--- src/sv/assert_macros.svh ---
// assertion macros shared by the knob controller modules
// no dependencies; included by files that carry concurrent assertions
`ifndef ASSERT_MACROS_SVH
`define ASSERT_MACROS_SVH

// property must hold at every rising edge outside reset
`define KVM_ASSERT_AT(name, clk, rst_n, prop, msg) \
    name: assert property (@(posedge clk) disable iff (!rst_n) (prop)) \
        else $error(msg);

// condition must never be seen at a rising edge outside reset
`define KVM_ASSERT_NEVER(name, clk, rst_n, cond, msg) \
    `KVM_ASSERT_AT(name, clk, rst_n, !(cond), msg)

`endif

--- src/sv/kvm_pkg.sv ---
// shared types, codes and constants of the knob volume and mode controller
// no dependencies; used by every module of the block
package kvm_pkg;

    // queue between front and back
    localparam int unsigned QUEUE_DEPTH = 2;

    // input command codes
    localparam logic [2:0] CMD_CW     = 3'd0;
    localparam logic [2:0] CMD_CCW    = 3'd1;
    localparam logic [2:0] CMD_SHORT  = 3'd2;
    localparam logic [2:0] CMD_LONG   = 3'd3;
    localparam logic [2:0] CMD_TICK   = 3'd4;
    localparam logic [2:0] CMD_SAMPLE = 3'd5;

    // configuration register indexes
    localparam logic [1:0] REG_GUARD = 2'd0;
    localparam logic [1:0] REG_HIDE  = 2'd1;
    localparam logic [1:0] REG_STEP  = 2'd2;

    // configuration reset values
    localparam logic [15:0] GUARD_RESET = 16'd500;
    localparam logic [15:0] HIDE_RESET  = 16'd3000;
    localparam logic [6:0]  STEP_RESET  = 7'd1;

    localparam logic [6:0]  FULL_VOLUME = 7'd100;
    localparam logic [15:0] COUNT_MAX   = 16'hFFFF;

    // floor(x/100) as (x*GAIN_RECIP)>>GAIN_SHIFT, exact for x <= 9801
    localparam logic [12:0] GAIN_RECIP = 13'd5243;
    localparam int unsigned GAIN_SHIFT = 19;
    // floor(a/100) as (a*DIV_RECIP)>>DIV_SHIFT, exact for a < 2^22
    localparam logic [22:0] DIV_RECIP  = 23'd5368710;
    localparam int unsigned DIV_SHIFT  = 29;

    // classified operation handed from front to back
    typedef enum logic [2:0] {
        OP_CW,
        OP_CCW,
        OP_SHORT,
        OP_LONG,
        OP_TICK,
        OP_SAMPLE,
        OP_NOP
    } op_t;

    // player command codes
    typedef enum logic [1:0] {
        PC_NONE,
        PC_NEXT,
        PC_PREV,
        PC_TOGGLE
    } pc_t;

    // one queued item
    typedef struct packed {
        op_t                op;
        logic signed [15:0] sample;
    } item_t;

endpackage

--- src/sv/kvm_front.sv ---
// front end: accepts items and classifies the command into an operation
// depends on kvm_pkg
module kvm_front (
    input  logic               push,
    output logic               full,
    input  logic [2:0]         cmd,
    input  logic signed [15:0] sample_in,
    input  logic               q_full,
    output logic               q_push,
    output kvm_pkg::item_t     q_item
);

    kvm_pkg::op_t op;

    // command decode
    always_comb
    begin
        unique case (cmd)
            kvm_pkg::CMD_CW:     op = kvm_pkg::OP_CW;
            kvm_pkg::CMD_CCW:    op = kvm_pkg::OP_CCW;
            kvm_pkg::CMD_SHORT:  op = kvm_pkg::OP_SHORT;
            kvm_pkg::CMD_LONG:   op = kvm_pkg::OP_LONG;
            kvm_pkg::CMD_TICK:   op = kvm_pkg::OP_TICK;
            kvm_pkg::CMD_SAMPLE: op = kvm_pkg::OP_SAMPLE;
            default:             op = kvm_pkg::OP_NOP;
        endcase
    end

    // sample payload only travels with sample items
    assign q_item.op     = op;
    assign q_item.sample = (op == kvm_pkg::OP_SAMPLE) ? sample_in : 16'sd0;

    assign full   = q_full;
    assign q_push = push && !q_full;

endmodule

--- src/sv/kvm_queue.sv ---
// short item queue between front and back
// depends on kvm_pkg for the item type
`include "assert_macros.svh"

module kvm_queue #(
    parameter int unsigned DEPTH = kvm_pkg::QUEUE_DEPTH
) (
    input  logic           clk,
    input  logic           rst_n,
    input  logic           push,
    input  kvm_pkg::item_t push_item,
    output logic           q_full,
    input  logic           take,
    output logic           q_empty,
    output kvm_pkg::item_t head_item
);

    localparam int unsigned PTR_W = (DEPTH > 1) ? $clog2(DEPTH) : 1;
    localparam int unsigned CNT_W = $clog2(DEPTH + 1);
    localparam logic [PTR_W-1:0] LAST_PTR  = PTR_W'(DEPTH - 1);
    localparam logic [CNT_W-1:0] DEPTH_CNT = CNT_W'(DEPTH);

    kvm_pkg::item_t    slot_reg [DEPTH];
    logic [PTR_W-1:0]  wr_ptr_reg, wr_ptr_next;
    logic [PTR_W-1:0]  rd_ptr_reg, rd_ptr_next;
    logic [CNT_W-1:0]  count_reg, count_next;
    logic              do_push, do_take;

    assign q_full    = (count_reg == DEPTH_CNT);
    assign q_empty   = (count_reg == '0);
    assign head_item = slot_reg[rd_ptr_reg];
    assign do_push   = push && !q_full;
    assign do_take   = take && !q_empty;

    // pointer and fill count update
    always_comb
    begin
        wr_ptr_next = wr_ptr_reg;
        rd_ptr_next = rd_ptr_reg;
        count_next  = count_reg;
        if (do_push)
        begin
            wr_ptr_next = (wr_ptr_reg == LAST_PTR) ? '0 : wr_ptr_reg + 1'b1;
        end
        if (do_take)
        begin
            rd_ptr_next = (rd_ptr_reg == LAST_PTR) ? '0 : rd_ptr_reg + 1'b1;
        end
        if (do_push && !do_take)
        begin
            count_next = count_reg + 1'b1;
        end
        else if (do_take && !do_push)
        begin
            count_next = count_reg - 1'b1;
        end
    end

    always_ff @(posedge clk or negedge rst_n)
    begin
        if (!rst_n)
        begin
            wr_ptr_reg <= '0;
            rd_ptr_reg <= '0;
            count_reg  <= '0;
        end
        else
        begin
            wr_ptr_reg <= wr_ptr_next;
            rd_ptr_reg <= rd_ptr_next;
            count_reg  <= count_next;
        end
    end

    // item storage
    always_ff @(posedge clk)
    begin
        if (do_push)
        begin
            slot_reg[wr_ptr_reg] <= push_item;
        end
    end

    `KVM_ASSERT_NEVER(a_count_range, clk, rst_n, count_reg > DEPTH_CNT, "queue overfilled")
    `KVM_ASSERT_AT(a_ptr_gap, clk, rst_n, (count_reg == '0 || count_reg == DEPTH_CNT) |-> (wr_ptr_reg == rd_ptr_reg), "queue pointers disagree with count")

endmodule

--- src/sv/kvm_back.sv ---
// back end: knob state machine, gain refresh, sample scaling and result register
// depends on kvm_pkg
`include "assert_macros.svh"

module kvm_back (
    input  logic               clk,
    input  logic               rst_n,
    input  logic               cfg_wr_en,
    input  logic [1:0]         cfg_index,
    input  logic [15:0]        cfg_data,
    input  logic               q_empty,
    input  kvm_pkg::item_t     head_item,
    output logic               take,
    output logic               empty,
    input  logic               pop,
    output logic [1:0]         player_command,
    output logic               in_volume_mode,
    output logic [6:0]         volume_level,
    output logic               muted,
    output logic signed [15:0] sample_out
);

    typedef enum logic [1:0] {
        ST_IDLE,
        ST_DIV,
        ST_SQ,
        ST_GAIN
    } state_t;

    state_t state_reg, state_next;

    logic [15:0] guard_reg, hide_reg;
    logic [6:0]  step_reg;

    logic        mode_reg, mode_next;
    logic [6:0]  volume_reg, volume_next;
    logic        mute_reg, mute_next;
    logic [15:0] slp_reg, slp_next;
    logic [15:0] act_reg, act_next;

    logic [13:0]        sq_reg, sq_next;
    logic [6:0]         gain_reg, gain_next;
    logic signed [15:0] samp_reg, samp_next;
    logic signed [23:0] prod_reg, prod_next;

    logic               out_valid_reg, out_valid_next;
    logic [1:0]         out_pc_reg, out_pc_next;
    logic               out_mode_reg, out_mode_next;
    logic [6:0]         out_vol_reg, out_vol_next;
    logic               out_mute_reg, out_mute_next;
    logic signed [15:0] out_samp_reg, out_samp_next;

    logic               out_free;
    logic [7:0]         vol_sum;
    logic [6:0]         vol_up, vol_dn;
    logic [15:0]        slp_inc, act_inc;
    logic [26:0]        gain_prod;
    logic [22:0]        prod_mag;
    logic [45:0]        quot_prod;
    logic [14:0]        quot;
    logic signed [15:0] scaled;
    kvm_pkg::pc_t       pc;

    assign out_free = !out_valid_reg || pop;
    assign take     = (state_reg == ST_IDLE) && !q_empty && out_free;

    // volume stepping with clamp to 0..100
    assign vol_sum = {1'b0, volume_reg} + {1'b0, step_reg};
    assign vol_up  = (vol_sum > {1'b0, kvm_pkg::FULL_VOLUME}) ? kvm_pkg::FULL_VOLUME
                                                             : vol_sum[6:0];
    assign vol_dn  = (step_reg >= volume_reg) ? 7'd0 : volume_reg - step_reg;

    // saturating tick counters
    assign slp_inc = (slp_reg == kvm_pkg::COUNT_MAX) ? slp_reg : slp_reg + 16'd1;
    assign act_inc = (act_reg == kvm_pkg::COUNT_MAX) ? act_reg : act_reg + 16'd1;

    // gain = v*v/100 from the registered square
    assign gain_prod = 27'(sq_reg) * 27'(kvm_pkg::GAIN_RECIP);

    // product/100 truncating toward zero, via magnitude and reciprocal
    assign prod_mag  = prod_reg[23] ? 23'(-prod_reg) : 23'(prod_reg);
    assign quot_prod = 46'(prod_mag) * 46'(kvm_pkg::DIV_RECIP);
    assign quot      = quot_prod[kvm_pkg::DIV_SHIFT +: 15];
    assign scaled    = prod_reg[23] ? -$signed({1'b0, quot}) : $signed({1'b0, quot});

    // next-state and result logic
    always_comb
    begin
        state_next     = state_reg;
        mode_next      = mode_reg;
        volume_next    = volume_reg;
        mute_next      = mute_reg;
        slp_next       = slp_reg;
        act_next       = act_reg;
        sq_next        = sq_reg;
        gain_next      = gain_reg;
        samp_next      = samp_reg;
        prod_next      = prod_reg;
        out_valid_next = out_valid_reg && !pop;
        out_pc_next    = out_pc_reg;
        out_mode_next  = out_mode_reg;
        out_vol_next   = out_vol_reg;
        out_mute_next  = out_mute_reg;
        out_samp_next  = out_samp_reg;
        pc             = kvm_pkg::PC_NONE;

        unique case (state_reg)
            ST_IDLE:
            begin
                if (take)
                begin
                    case (head_item.op) inside
                        kvm_pkg::OP_CW, kvm_pkg::OP_CCW:
                        begin
                            if (!mode_reg)
                            begin
                                pc = (head_item.op == kvm_pkg::OP_CW) ? kvm_pkg::PC_NEXT
                                                                     : kvm_pkg::PC_PREV;
                            end
                            else
                            begin
                                volume_next = (head_item.op == kvm_pkg::OP_CW) ? vol_up
                                                                              : vol_dn;
                                mute_next   = 1'b0;
                                act_next    = '0;
                                state_next  = ST_SQ;
                            end
                        end
                        kvm_pkg::OP_SHORT:
                        begin
                            if (slp_reg >= guard_reg)
                            begin
                                if (!mode_reg)
                                begin
                                    pc = kvm_pkg::PC_TOGGLE;
                                end
                                else
                                begin
                                    mute_next = !mute_reg;
                                    act_next  = '0;
                                end
                            end
                        end
                        kvm_pkg::OP_LONG:
                        begin
                            slp_next  = '0;
                            mode_next = !mode_reg;
                            if (!mode_reg)
                            begin
                                act_next = '0;
                            end
                        end
                        kvm_pkg::OP_TICK:
                        begin
                            slp_next = slp_inc;
                            act_next = act_inc;
                            if (mode_reg && act_inc >= hide_reg)
                            begin
                                mode_next = 1'b0;
                            end
                        end
                        kvm_pkg::OP_SAMPLE:
                        begin
                            samp_next  = head_item.sample;
                            prod_next  = 24'(head_item.sample)
                                         * 24'($signed({1'b0, gain_reg}));
                            state_next = ST_DIV;
                        end
                        default:
                        begin
                        end
                    endcase

                    // every operation but a sample reports at once
                    if (head_item.op != kvm_pkg::OP_SAMPLE)
                    begin
                        out_valid_next = 1'b1;
                        out_pc_next    = pc;
                        out_mode_next  = mode_next;
                        out_vol_next   = volume_next;
                        out_mute_next  = mute_next;
                        out_samp_next  = '0;
                    end
                end
            end
            ST_DIV:
            begin
                out_valid_next = 1'b1;
                out_pc_next    = kvm_pkg::PC_NONE;
                out_mode_next  = mode_reg;
                out_vol_next   = volume_reg;
                out_mute_next  = mute_reg;
                if (mute_reg || volume_reg == 7'd0)
                begin
                    out_samp_next = '0;
                end
                else if (volume_reg >= kvm_pkg::FULL_VOLUME)
                begin
                    out_samp_next = samp_reg;
                end
                else
                begin
                    out_samp_next = scaled;
                end
                state_next = ST_IDLE;
            end
            ST_SQ:
            begin
                sq_next    = 14'(volume_reg) * 14'(volume_reg);
                state_next = ST_GAIN;
            end
            ST_GAIN:
            begin
                gain_next  = gain_prod[kvm_pkg::GAIN_SHIFT +: 7];
                state_next = ST_IDLE;
            end
            default:
            begin
                state_next = ST_IDLE;
            end
        endcase
    end

    // state, configuration and result registers
    always_ff @(posedge clk or negedge rst_n)
    begin
        if (!rst_n)
        begin
            state_reg     <= ST_IDLE;
            guard_reg     <= kvm_pkg::GUARD_RESET;
            hide_reg      <= kvm_pkg::HIDE_RESET;
            step_reg      <= kvm_pkg::STEP_RESET;
            mode_reg      <= 1'b0;
            volume_reg    <= kvm_pkg::FULL_VOLUME;
            mute_reg      <= 1'b0;
            slp_reg       <= '0;
            act_reg       <= '0;
            sq_reg        <= '0;
            gain_reg      <= kvm_pkg::FULL_VOLUME;
            samp_reg      <= '0;
            prod_reg      <= '0;
            out_valid_reg <= 1'b0;
            out_pc_reg    <= '0;
            out_mode_reg  <= 1'b0;
            out_vol_reg   <= '0;
            out_mute_reg  <= 1'b0;
            out_samp_reg  <= '0;
        end
        else
        begin
            state_reg     <= state_next;
            mode_reg      <= mode_next;
            volume_reg    <= volume_next;
            mute_reg      <= mute_next;
            slp_reg       <= slp_next;
            act_reg       <= act_next;
            sq_reg        <= sq_next;
            gain_reg      <= gain_next;
            samp_reg      <= samp_next;
            prod_reg      <= prod_next;
            out_valid_reg <= out_valid_next;
            out_pc_reg    <= out_pc_next;
            out_mode_reg  <= out_mode_next;
            out_vol_reg   <= out_vol_next;
            out_mute_reg  <= out_mute_next;
            out_samp_reg  <= out_samp_next;
            if (cfg_wr_en)
            begin
                unique case (cfg_index)
                    kvm_pkg::REG_GUARD: guard_reg <= cfg_data;
                    kvm_pkg::REG_HIDE:  hide_reg  <= cfg_data;
                    kvm_pkg::REG_STEP:  step_reg  <= cfg_data[6:0];
                    default:
                    begin
                    end
                endcase
            end
        end
    end

    assign empty          = !out_valid_reg;
    assign player_command = out_pc_reg;
    assign in_volume_mode = out_mode_reg;
    assign volume_level   = out_vol_reg;
    assign muted          = out_mute_reg;
    assign sample_out     = out_samp_reg;

    `KVM_ASSERT_NEVER(a_volume_range, clk, rst_n, volume_reg > kvm_pkg::FULL_VOLUME, "volume above full scale")
    `KVM_ASSERT_AT(a_div_slot_free, clk, rst_n, (state_reg == ST_DIV) |-> !out_valid_reg, "sample result would overwrite a waiting item")
    `KVM_ASSERT_AT(a_gain_refresh, clk, rst_n, (state_reg == ST_SQ) |=> (state_reg == ST_GAIN), "gain refresh interrupted")

endmodule

--- src/sv/knob_volume_mode_controller.sv ---
// top level of the knob volume and mode controller
// depends on kvm_pkg, kvm_front, kvm_queue and kvm_back
//
// Input side is a queue: an item (cmd, sample_in) is taken at a rising edge
//   with push high and full low. Commands: rotate cw/ccw, short press, long
//   press, tick, sample.
// Result side is a queue: while empty is low the result ports hold the oldest
//   result; it is taken at a rising edge with pop high. One result per item.
// Configuration: cfg_wr_en with cfg_index (0 guard ticks, 1 hide ticks,
//   2 volume step size) and cfg_data writes a register at the edge; other
//   indexes are ignored. Write only while the block is idle.
// Execution: a knob or tick result is registered as the item is taken, a sample
//   result after the product register (multiply, then divide by 100 via
//   reciprocal). The back end runs one item at a time; a volume-mode rotation
//   also passes SQ and GAIN (gain v*v/100 is refreshed), a sample DIV. A
//   QUEUE_DEPTH-entry queue separates classification from execution.
// Reset empties the queue and result slot and restores track mode, volume
//   100, unmuted, zeroed counters and default configuration. While a result waits
//   and pop is low it holds, no item is taken, and full rises once the queue fills.
module knob_volume_mode_controller #(
    parameter int unsigned QUEUE_DEPTH = kvm_pkg::QUEUE_DEPTH
) (
    input  logic               clk,
    input  logic               rst_n,
    input  logic               push,
    output logic               full,
    input  logic [2:0]         cmd,
    input  logic signed [15:0] sample_in,
    output logic               empty,
    input  logic               pop,
    output logic [1:0]         player_command,
    output logic               in_volume_mode,
    output logic [6:0]         volume_level,
    output logic               muted,
    output logic signed [15:0] sample_out,
    input  logic               cfg_wr_en,
    input  logic [1:0]         cfg_index,
    input  logic [15:0]        cfg_data
);

    logic           q_full, q_push, q_empty, take;
    kvm_pkg::item_t q_item, head_item;

    // classification
    kvm_front u_front (
        .push      (push),
        .full      (full),
        .cmd       (cmd),
        .sample_in (sample_in),
        .q_full    (q_full),
        .q_push    (q_push),
        .q_item    (q_item)
    );

    // decoupling queue
    kvm_queue #(
        .DEPTH (QUEUE_DEPTH)
    ) u_queue (
        .clk       (clk),
        .rst_n     (rst_n),
        .push      (q_push),
        .push_item (q_item),
        .q_full    (q_full),
        .take      (take),
        .q_empty   (q_empty),
        .head_item (head_item)
    );

    // execution and result register
    kvm_back u_back (
        .clk            (clk),
        .rst_n          (rst_n),
        .cfg_wr_en      (cfg_wr_en),
        .cfg_index      (cfg_index),
        .cfg_data       (cfg_data),
        .q_empty        (q_empty),
        .head_item      (head_item),
        .take           (take),
        .empty          (empty),
        .pop            (pop),
        .player_command (player_command),
        .in_volume_mode (in_volume_mode),
        .volume_level   (volume_level),
        .muted          (muted),
        .sample_out     (sample_out)
    );

endmodule
--- config.mk ---
export PLATFORM = sky130hd
export DESIGN_NAME = knob_volume_mode_controller
export DESIGN_NICKNAME = d
export VERILOG_FILES = /design/src/sv/kvm_pkg.sv /design/src/sv/kvm_front.sv /design/src/sv/kvm_queue.sv /design/src/sv/kvm_back.sv /design/src/sv/knob_volume_mode_controller.sv
export VERILOG_INCLUDE_DIRS = /design/src /design/src/sv
export SDC_FILE = /design/constraint.sdc
export NUM_CORES = 2
export LEC_CHECK = 0
export BUFFER_PORTS_ARGS = -buffer_cell sky130_fd_sc_hd__buf_2
export CAP_MARGIN = 10
export CORE_UTILIZATION = 42
export CTS_BUF_LIST = sky130_fd_sc_hd__clkbuf_4 sky130_fd_sc_hd__clkbuf_8
export DETAILED_ROUTE_END_ITERATION = 10
export HOLD_SLACK_MARGIN = 0.05
export PLACE_DENSITY = 0.63
export RECOVER_POWER = 50
export SLEW_MARGIN = 25
export SYNTH_ARGS = -nofsm -noshare
export SYNTH_HDL_FRONTEND = slang
export SYNTH_HIERARCHICAL = 1
export SYNTH_SLANG_ARGS = --single-unit
--- constraint.sdc ---
create_clock -name clk -period 11.1 [get_ports clk]
set_clock_uncertainty 0.2 [all_clocks]
set_input_delay 0 -clock clk [delete_from_list [all_inputs] [get_ports clk]]
set_output_delay 0 -clock clk [all_outputs]
set_load 0.01 [all_outputs]
==> run metrics <==
#FFs+latches synth=roughly 210; Worst Path Required=approximately 11 ns; max frequency=0.100 GHz; PortBufs=70; endpoints failing hold=0; via count=20,410; Total GRT Usage=0.193; grt ovf=0; DR WL/cell=~16 um; crit start category=register; Worst-Margin Slew=around 5.0 ns; Inserted Clock Buffers=38; RePlAce Congestion=just over 0.9; most frequent cells in the layout=inv_1, ha_1, fa_1, nand2_1, dfrtp_1; FP Rows=95; global-route wire length before repair=between 100 and 150 mm; fin crit period=roughly 10 ns; Clock Pin Slew Worst Setup and Hold Paths=~0.06 ns; CTS tree=built; register area share after synthesis=0.193; cts repair resizes=0; DRC=0; max incr delay on CP=~0.64 ns; Min-Delay Path Class=primary input to register; core area=between 60,000 and 70,000 um2; HPWL after DPL=52.9 mm; Synth-to-Final Area Change=10.2%; die width=263 um; root buf cell=clkbuf_8; number of flops mapped to enable cells by yosys=38; initial antenna violation count=1; nets@finish=around 3,900; Longest Clk Path Bufs=3; Synthesis Warnings=6; ys flop type=dfrtp_1; vias per inst=5.07; most common cell after layout, fill and taps aside=inv_1; Worst path most repeated cell=fa_1; Antenna Nets Post-Route=0; CTS Sinks=between 200 and 250; area of the die=between 60,000 and 70,000 um2; crit path kind=register to register; die height=between 200 and 300 um; synthesized cell area=28,600 um2; Slew headroom=-2.31; failing checks=max-capacitance violations, max-slew violations; Synth Area per Inst=approximately 9.6 um2; Cell variety after synth=between 80 and 90; clock latency on the worst-skew pair=0.60 ns; Initial Utilization=0.426; vias in the first global route=around 21,000; ys async rst share=0.821; Max Cap Viol=2; Syn Inst Count=2,988; final WL=65.1 mm; # IOs=between 70 and 80; drt pass-1 iters=5; Slowest-stage cell, CP=a311oi_1; CP endpoint kind=register; TNS Setup=0 ns; unrepaired setup endpoints after global routing=false; CP max FO=6; H-tree Lvls=2; Tcrit/Tclk final=0.897; outcome=finished, violations left; max reg flops=38; largest net degree at the start of global routing=91; final slew viol count=between 150 and 200; DR iter-0 viols=around 1,100; WP data arrival=about 10 ns; layout cells sized above 1=0.0720; # setup viols final=0
==> critical path: cells and delay by family (launching register included) <==
family / cells / cell delay, ns
and+or+nand+nor: 6 / 2.38
AOI/OAI and AO/OA: 8 / 1.89
adders and majority gates: 8 / 3.70
DFF: 1 / 0.41
buffers and inverters: 5 / 0.53
xor gates and xnor gates: 2 / 0.74
==> per-layer routing <==
layer,vias up,global-route usage,wire length [um],share of wire
met5,-,0,0,0
met4,0,0.0529,1800,0.028
met3,95,0.0210,2390,0.037
met2,351,0.311,29900,0.46
li1,9949,-,-,-
met1,10015,0.274,31000,0.48
==> logic make-up (layout without fill, tap and decap cells) <==
family,after synthesis,after routing,share of synthesized area
DFF,212,212,0.193
adders and majority gates,773,773,0.428
muxes,73,73,0.0284
AOI/OAI and AO/OA,427,427,0.0969
and+or+nand+nor,623,623,0.111
buffers and inverters,725,888,0.0962
xor gates and xnor gates,153,153,0.0468
other,2,5,0.000262
==> final cells by class <==
type | instances | area [um2]
inverter | 655 | 2460
sequential | 212 | 5520
antenna | 1 | 2.50
timing repair buffer | 164 | 1180
fill | 6361 | 35700
clock inverter | 17 | 269
tap | 873 | 1090
multi-input combinational | 2053 | 20400
clock buffer | 52 | 634
==> synthesized netlist by cell type, drive strengths merged, types with 10 or more instances <==
cell,instances,area [um2]
inv,653,2450
ha,429,5370
fa,344,6890
nand2,199,749
dfrtp,154,3850
o21ai,138,694
nor2,128,480
and2,100,628
a21oi,99,507
xnor2,81,709
xor2,72,631
mux2,67,754
clkbuf,55,206
a21o,45,338
edfxtp,38,1140
nand3,29,155
nor3,27,140
and3,22,143
nand4,21,131
dfstp,20,526
nor2b,18,113
a22o,17,149
o21bai,17,128
o31ai,17,128
and4b,16,164
nand2b,16,100
a211oi,15,118
buf,15,91.3
or4,11,93.8
o211ai,10,75.1
==> final timing paths <==
path	startpoint	end	slack (ns)	cells past startpoint
max	u_back/prod_reg[7]	u_back/sample_out[13]	1.14	29
min	sample_in[4]	u_queue/slot_reg[1][4]	0.15	3
max reg2reg	u_back/prod_reg[7]	u_back/sample_out[13]	1.14	29
min reg2reg	u_back/sample_out[11]	u_back/sample_out[11]	0.28	2
max in group asynchronous	rst_n	u_back/sq_reg[0]	4.77	4
min in group asynchronous	rst_n	u_back/hide_reg[7]	1.06	3
==> metrics by stage <==
stage | instances | instance area [um2] | utilization | hold WS (ns) | setup slack (ns)
CTS | 4026 | 31600 | 0.470 | 0.0869 | 1.18
floorplan | 2990 | 28600 | - | -0.496 | 2.21
detailed placement | 3885 | 30000 | 0.446 | -0.00650 | 1.23
global placement | 3885 | 30000 | 0.446 | -0.00989 | 1.43
global route | 4027 | 31600 | 0.469 | 0.133 | 0.684
finish | 4027 | 31600 | 0.469 | 0.145 | 1.14
==> timing repair <==
item | 4_1_cts | 5_1_grt
hold buffers | 72 | 0
endpoints found under the setup margin | 0 | 0
buffers inserted | 0 | 0
hold endpoints to repair | 212 | 0
Power is not shown: default switching activity piles up to over one toggle a cycle in this logic, so the estimate is an artifact.
